## src/hdl/lislt_pkg.sv

```systemverilog
// Package for the LIS length tracker: sizes, key type, memory request and result structs.
// No dependencies; imported by every module of the block.
package lislt_pkg;

  localparam int TABLE_DEPTH = 1024;
  localparam int VALUE_WIDTH = 32;
  localparam int IN_W        = 32;
  localparam int LEN_W       = 11;
  localparam int ADDR_W      = $clog2(TABLE_DEPTH);
  localparam int CNT_W       = $clog2(TABLE_DEPTH + 1);

  typedef logic [VALUE_WIDTH-1:0] key_t;
  typedef logic [ADDR_W-1:0]      addr_t;
  typedef logic [CNT_W-1:0]       cnt_t;

  typedef struct packed {
    logic  we;
    addr_t waddr;
    key_t  wdata;
    logic  re;
    addr_t raddr;
  } mem_req_t;

  typedef struct packed {
    logic [LEN_W-1:0] len;
    logic             ovf;
  } res_t;

  // Flip the sign bit so that an unsigned compare orders keys as signed values.
  function automatic key_t to_key(input logic signed [IN_W-1:0] v);
    logic signed [VALUE_WIDTH-1:0] sx;
    sx = VALUE_WIDTH'(v);
    return {~sx[VALUE_WIDTH-1], sx[VALUE_WIDTH-2:0]};
  endfunction

endpackage

```

## src/hdl/lislt_ctrl.sv

```systemverilog
// Sequencer: extend check, binary search over the tail table, write-back, run count.
// Depends on lislt_pkg; drives lislt_tail_mem.
module lislt_ctrl
  import lislt_pkg::*;
(
  input  logic                   clk,
  input  logic                   rst,
  input  logic                   in_fire,
  input  logic signed [IN_W-1:0] value,
  input  logic                   start_req,
  input  logic                   out_free,
  input  key_t                   rdata,
  output mem_req_t               req,
  output logic                   busy,
  output logic                   res_load,
  output res_t                   res
);

  typedef enum logic [1:0] {S_IDLE, S_READ, S_DONE} state_t;

  state_t state;
  cnt_t   run_count;
  key_t   last_tail;
  key_t   key;
  addr_t  lo, hi, mid;
  logic   ovf;

  key_t  key_in;
  cnt_t  count_eff;
  logic  extend, full;
  addr_t hi_init, mid_init;
  logic  lt;
  addr_t lo_next, hi_next, mid_next;

  always_comb begin
    key_in    = to_key(value);
    count_eff = start_req ? '0 : run_count;
    extend    = (count_eff == '0) || (key_in > last_tail);
    full      = (count_eff == CNT_W'(TABLE_DEPTH));
    hi_init   = ADDR_W'(count_eff - cnt_t'(1));
    mid_init  = hi_init >> 1;

    lt       = (rdata < key);
    lo_next  = lt ? addr_t'(mid + addr_t'(1)) : lo;
    hi_next  = lt ? hi : mid;
    mid_next = addr_t'(lo_next + ((hi_next - lo_next) >> 1));

    req = '0;
    unique case (state)
      S_IDLE: begin
        if (in_fire) begin
          if (extend && !full) begin
            req.we    = 1'b1;
            req.waddr = ADDR_W'(count_eff);
            req.wdata = key_in;
          end else if (!extend && hi_init != '0) begin
            req.re    = 1'b1;
            req.raddr = mid_init;
          end else if (!extend) begin
            req.we    = 1'b1;
            req.waddr = '0;
            req.wdata = key_in;
          end
        end
      end
      S_READ: begin
        if (lo_next != hi_next) begin
          req.re    = 1'b1;
          req.raddr = mid_next;
        end else begin
          req.we    = 1'b1;
          req.waddr = lo_next;
          req.wdata = key;
        end
      end
      S_DONE: ;
      default: ;
    endcase

    busy     = (state != S_IDLE);
    res_load = (state == S_DONE) && out_free;
    res.len  = LEN_W'(run_count);
    res.ovf  = ovf;
  end

  always_ff @(posedge clk) begin
    if (rst) begin
      state     <= S_IDLE;
      run_count <= '0;
    end else begin
      unique case (state)
        S_IDLE: begin
          if (in_fire) begin
            key <= key_in;
            ovf <= extend && full;
            if (extend && !full) begin
              run_count <= cnt_t'(count_eff + cnt_t'(1));
              last_tail <= key_in;
              state     <= S_DONE;
            end else if (extend) begin
              run_count <= count_eff;
              state     <= S_DONE;
            end else if (hi_init != '0) begin
              run_count <= count_eff;
              lo        <= '0;
              hi        <= hi_init;
              mid       <= mid_init;
              state     <= S_READ;
            end else begin
              run_count <= count_eff;
              last_tail <= key_in;
              state     <= S_DONE;
            end
          end
        end
        S_READ: begin
          lo  <= lo_next;
          hi  <= hi_next;
          mid <= mid_next;
          if (lo_next == hi_next) begin
            if (lo_next == ADDR_W'(run_count - cnt_t'(1))) begin
              last_tail <= key;
            end
            state <= S_DONE;
          end
        end
        S_DONE: begin
          if (out_free) begin
            state <= S_IDLE;
          end
        end
        default: state <= S_IDLE;
      endcase
    end
  end

endmodule
```

## config.mk

```make
export PLATFORM = sky130hd
export DESIGN_NAME = lislt_ctrl
export DESIGN_NICKNAME = d
export VERILOG_FILES = /design/src/hdl/lislt_pkg.sv /design/src/hdl/lislt_ctrl.sv
export SDC_FILE = /design/constraint.sdc
export NUM_CORES = 1
export LEC_CHECK = 0
export BUFFER_PORTS_ARGS = -buffer_cell sky130_fd_sc_hd__buf_2
export CAP_MARGIN = 20
export CORE_ASPECT_RATIO = 0.9
export CORE_MARGIN = 4
export CORE_UTILIZATION = 25
export CTS_BUF_LIST = sky130_fd_sc_hd__clkbuf_8
export DETAILED_ROUTE_END_ITERATION = 12
export PLACE_DENSITY = 0.41
export SYNTH_ARGS = -nofsm -noshare
export SYNTH_HDL_FRONTEND = slang
export SYNTH_SLANG_ARGS = --single-unit
```

## constraint.sdc

```tcl
create_clock -name clk -period 13.96 [get_ports clk]
set_input_delay 3.49 -clock clk [delete_from_list [all_inputs] [get_ports clk]]
set_output_delay 3.49 -clock clk [all_outputs]
set_load 0.03 [all_outputs]
```

Word level (Yosys, flattened, before mapping):

Index checks and enable logic that the tools add are counted.

* flip-flop bits (word level): 108
* bits of input ports: 69
* output and inout bits: 68

* $add $sub $neg: 6
* $lt $le $gt $ge: 2
* equality and inequality tests: 15
* multiplexer cells: 42
* bitwise gates (word level): 2
* reduce and logical (&&, ||, !) cells: 17

Operators by type and width (count)
* $mux 32: 6
* $mux 43: 4
* $mux 10: 14
* $pmux 54 s2: 1
* $pmux 32 s2: 1
* $pmux 10 s2: 3
* $mux 11: 5
* $mux 54: 1
* $gt 32x32->1: 1
* $lt 32x32->1: 1
* $eq 10x10->1: 2
* $sub 10x1->10 const B: 2
* $ne 2x2->1 const B: 7
* $mux 2: 6
* $add 11x1->11 const B: 1
* $eq 11x11->1 const B: 1
* $logic_not 11->1: 1
* $add 10x1->10 const B: 1
* $add 10x9->10: 1
* $ne 10x10->1: 1
* $reduce_bool 10->1: 1
* $sub 10x10->10: 1
* $reduce_and 7->1: 1
* $ne 3x3->1 const B: 2
* 12 further kinds: 19

Logic depth before layout (Yosys ltp):

* word-level depth: 9
* mapped depth: 26

Worst setup path before layout:

No wires, ideal clock.

* path kind: input to output
* start: in rdata[15]
* end: out req[9] (netlist name)
* arrival: 8613 ps
* required time: 10470 ps
* path slack: 1857 ps
* cell stages on the path: 24
* path through: ha_1 -> nand4_1 -> or4_1 -> a221oi_2 -> o41ai_1 -> nand2_1 -> buf_4 -> mux2i_2 -> ha_1 -> nor2b_1 -> o21ai_0 -> nand2b_1 -> a21o_1 -> a21o_1 -> a21o_1 -> a21oi_1 -> xnor2_1 -> ha_1 -> a21oi_1 -> o21ai_0 -> a21o_1 -> a21oi_1 -> xnor2_1 -> nor3_1

RTL lines
* start: declaration: line lislt_ctrl.sv:12 `input key_t rdata,`
* end: declaration: line lislt_ctrl.sv:13 `output mem_req_t req,`

==> impl_summary.md <==
Worst setup path
Data on the critical path arrives at its endpoint at 9.33 ns. The largest single stage delay on the critical path is 0.60 ns. The worst-case reg-to-reg path depth is 24.

STA classifies the critical path startpoint as a primary input. The slowest library cell on the worst path is sky130_fd_sc_hd__or4_1. In this run the worst path has a maximum fanout of 12. The required time of the critical path is 10.47 ns. STA classifies the critical path endpoint as an output pin. The critical path contains buffers and inverters numbering 2 combined. The startpoint identified for the worst register-to-register timing path is key[15]. In this design, the largest share of critical-path delay is due to compound AO/OA/AOI/OAI gates. The minimum setup slack among reg-to-reg paths is 7.85 ns. The classification of the worst setup path is in -> out.

The cell type with the highest occurrence count on the critical path is sky130_fd_sc_hd__a21o_1. The endpoint of the worst-slack reg-to-reg timing path is mid[9].

Route
After detailed routing, the number of remaining DRC violations is 0. The first TritonRoute pass finished after 5 iterations. Summed over all layers, the routed wires come to 25600 um. The number of vias per cell is 4.80. After the first detailed-routing iteration, the DRC count stood at 397.

Once detail routing completed, the nets flagged for antenna violations numbered 0. The total number of vias is 6666. The routed wire length per instance is 18.4 um.

CTS
The number of hold buffers added after CTS was 0. The number of buffers inserted by post-CTS setup repair is 0. Counting along the longest clock path gives a buffer depth of 2. The total clock sinks is 108. At the later pin of the worst-skew pair, clock insertion delay measures 0.41 ns. The post-cts sizing count is 0. CTS placed an instance of sky130_fd_sc_hd__clkbuf_8 at the clock tree root. In this run the number of H-tree levels came out at 3.

After clock tree synthesis, the clock-pin slew on the worst setup and hold paths is 0.12 ns. The CTS tree is done. Buffers inserted during clock tree synthesis total 9.

Timing
The post-route setup TNS is 0 ns. The period utilization is 0.918. In this run the tightest slew margin relative to its limit is 0.322. The slew at the pin with the worst max-slew slack is 1.01 ns. The setup skew after layout is 0.0288 ns.

The post-layout minimum cycle time is 12.82 ns. Setup repair after global routing left no endpoint under its margin. The final setup violation count is 0.

The number of max-slew violations in the final report was 0. For this run, the top clock speed supported by timing is 78.0 MHz. The number of hold violations in the final report is 0.

Global routing
The maximum number of pins on one net before global-route repair is 74. The number of antenna violations at the first check in global routing is 0. The via count of the first global-routing pass is 6414. The first global-routing pass estimated 38800 um of wire. The total global routing track utilization is 0.142. After global routing the overflow that remains totals 0.

Synth
A synthesized cell averages 9.39 um2. After technology mapping, the gate count stands at 855. The post-synthesis async set-or-reset flop share is 0. The flip-flop cell with the highest count after synthesis is sky130_fd_sc_hd__edfxtp_1. The number of flops mapped to enable cells by yosys is 95. The synthesized netlist occupies a cell area of 8030 um2.

The most numerous cell in the Yosys netlist is sky130_fd_sc_hd__nand2_1. During synthesis, Yosys emitted a total of 0 warnings. Sorting the synthesized cells by how often they occur yields sky130_fd_sc_hd__nand2_1 (100), sky130_fd_sc_hd__edfxtp_1 (95), sky130_fd_sc_hd__inv_1 (91). By area the synthesized netlist is led by sky130_fd_sc_hd__edfxtp_1 (36%), sky130_fd_sc_hd__ha_1 (14%), sky130_fd_sc_hd__nand2_1 (4.7%). The sequential share of the synthesized area is 0.388. The post-synthesis net count is 1013. The synthesized design contains 108 register bits. Of the post-synthesis cell area, the dominant cell type holds 0.355. The largest total area in the synthesized netlist belongs to sky130_fd_sc_hd__edfxtp_1. The netlist uses 65 different library cells.

Power and ir drop
The share of total power dissipated in combinational logic is 0.319. The switching part of the total power is 0.361. The clock group share of total power is 0.240. The largest voltage drop on the vdd net is 0.0486 mV.

In this run the static leakage power is 4.31 nW. The design draws 843 uW. Summed over all nets, the switching power comes to 305 uW. Internal power comes to 539 uW. Of the total power, registers draw 0.441. In this run the power density over the cells is 90.5 nW/um2.

Layout
Relative to the synthesized area, the layout overhead comes to 16.1%. Once layout is done, the placed cells without fillers occupy 9320 um2. The number of antenna diodes in the final layout is 0.

The net total in the final layout is 1133. The final design utilization is 0.298. The share of layout cells above drive strength 1 is 0.194.

Floorplanning
The horizontal die dimension is 197 um. The initial utilization of the core area, before any placement, comes to 0.257. 137 I/O pins were placed. The row count is 61.

The die area is 35100 um2. The placeable core area is 31300 um2. The chip height is 178 um.

Worst hold path
The instance count along the most critical hold path is 2. The startpoint identified for the worst hold timing path is key[0]. The worst hold endpoint is last_tail[0]. The min-delay analysis places its worst path in the category reg -> reg.

Placement
The HPWL after detailed placement is 19700 um. Input and output buffers added on the ports amount to 136. The routability congestion estimate from global placement is 0.809. The cell area after placement is 9130 um2.

Status
The run finished with clean final reports.

Flow run
The tool flagged a number of max-cap violations equal to 0.
==> power by group through the flow <==
stage               Combinational (mW)  Clock, mW  Sequential, mW
CTS                              0.271      0.212           0.372
global route                     0.299      0.221           0.374
floorplan                        0.190          0           0.379
detailed placement               0.269          0           0.380
finish                           0.269      0.202           0.372
global placement                 0.271          0           0.379
==> cells in the final DEF (no fill, tap or decap), types with 6 or more instances in the layout <==
cell and count:
sky130_fd_sc_hd__buf_2 136, sky130_fd_sc_hd__nand2_1 100, sky130_fd_sc_hd__edfxtp_1 95, sky130_fd_sc_hd__inv_1 91, sky130_fd_sc_hd__ha_1 87, sky130_fd_sc_hd__o21ai_0 62
sky130_fd_sc_hd__a21oi_1 46, sky130_fd_sc_hd__nor2_1 42, sky130_fd_sc_hd__xnor2_1 33, sky130_fd_sc_hd__a22o_1 31, sky130_fd_sc_hd__a21o_1 25, sky130_fd_sc_hd__nand4_1 21
sky130_fd_sc_hd__nand3_1 19, sky130_fd_sc_hd__xor2_1 14, sky130_fd_sc_hd__nor3_1 13, sky130_fd_sc_hd__dfxtp_1 13, sky130_fd_sc_hd__o22ai_1 11, sky130_fd_sc_hd__buf_4 10
sky130_fd_sc_hd__and3_1 9, sky130_fd_sc_hd__clkbuf_8 9, sky130_fd_sc_hd__nor2b_1 7, sky130_fd_sc_hd__o2bb2ai_1 7, sky130_fd_sc_hd__mux2i_1 6, sky130_fd_sc_hd__nand2b_1 6
==> sequential cells by signal, summed over array words and instances, names as in the netlist <==
signal     count
key           32
last_tail     32
run_count     11
hi            10
lo            10
mid           10
state          2
ovf            1
==> worst min-delay path, cell delays in order (launching register included) <==
cell and delay (ns):
sky130_fd_sc_hd__edfxtp_1 0.40, sky130_fd_sc_hd__nand2_1 0.05, sky130_fd_sc_hd__o21ai_0 0.06
==> area by class of cell <==
type | instances | area (um2)
sequential | 108 | 3110
clock inverter | 7 | 66.3
clock buffer | 9 | 124
fill | 3359 | 22000
inverter | 91 | 342
multi-input combinational | 619 | 4410
tap | 409 | 512
timing repair buffer | 146 | 756
==> worst max-delay path by stage <==
stage | from | end | slack (ns) | cells after the start
after floorplan | rdata[15] | req[9] | 1.86 | 24
final | rdata[15] | req[9] | 1.14 | 25
after global placement | rdata[11] | req[9] | 1.13 | 25
after detailed placement | rdata[31] | req[9] | 1.04 | 25
after CTS | rdata[31] | req[9] | 1.01 | 25
after global routing | rdata[11] | req[9] | 0.68 | 25
==> routing by layer <==
layer,global-route usage,part of all wire,vias to the layer above
met5,0,0,-
met4,0.0228,0.0076,0
met3,0.0276,0.054,14
met1,0.208,0.50,3148
met2,0.223,0.44,181
li1,-,-,3323
==> kinds of logic after synthesis <==
| family | synth area share |
|---|---|
| AO/OA/AOI/OAI | 0.176 |
| XOR/XNOR | 0.0541 |
| adder cells (fa/ha/maj) | 0.141 |
| buffers and inverters | 0.0667 |
| flip-flops | 0.388 |
| multiplexers | 0.0160 |
| AND/OR/NAND/NOR | 0.159 |
==> per-stage QoR <==
step                cells  hold WS (ns)  setup WS (ns)
floorplan             855         0.546           1.86
global placement     1373         0.582           1.13
detailed placement   1373         0.602           1.04
CTS                  1389         0.627           1.01
global route         1389         0.656          0.680
finish               1389         0.619           1.14
Power figures use the tool's default switching activity.
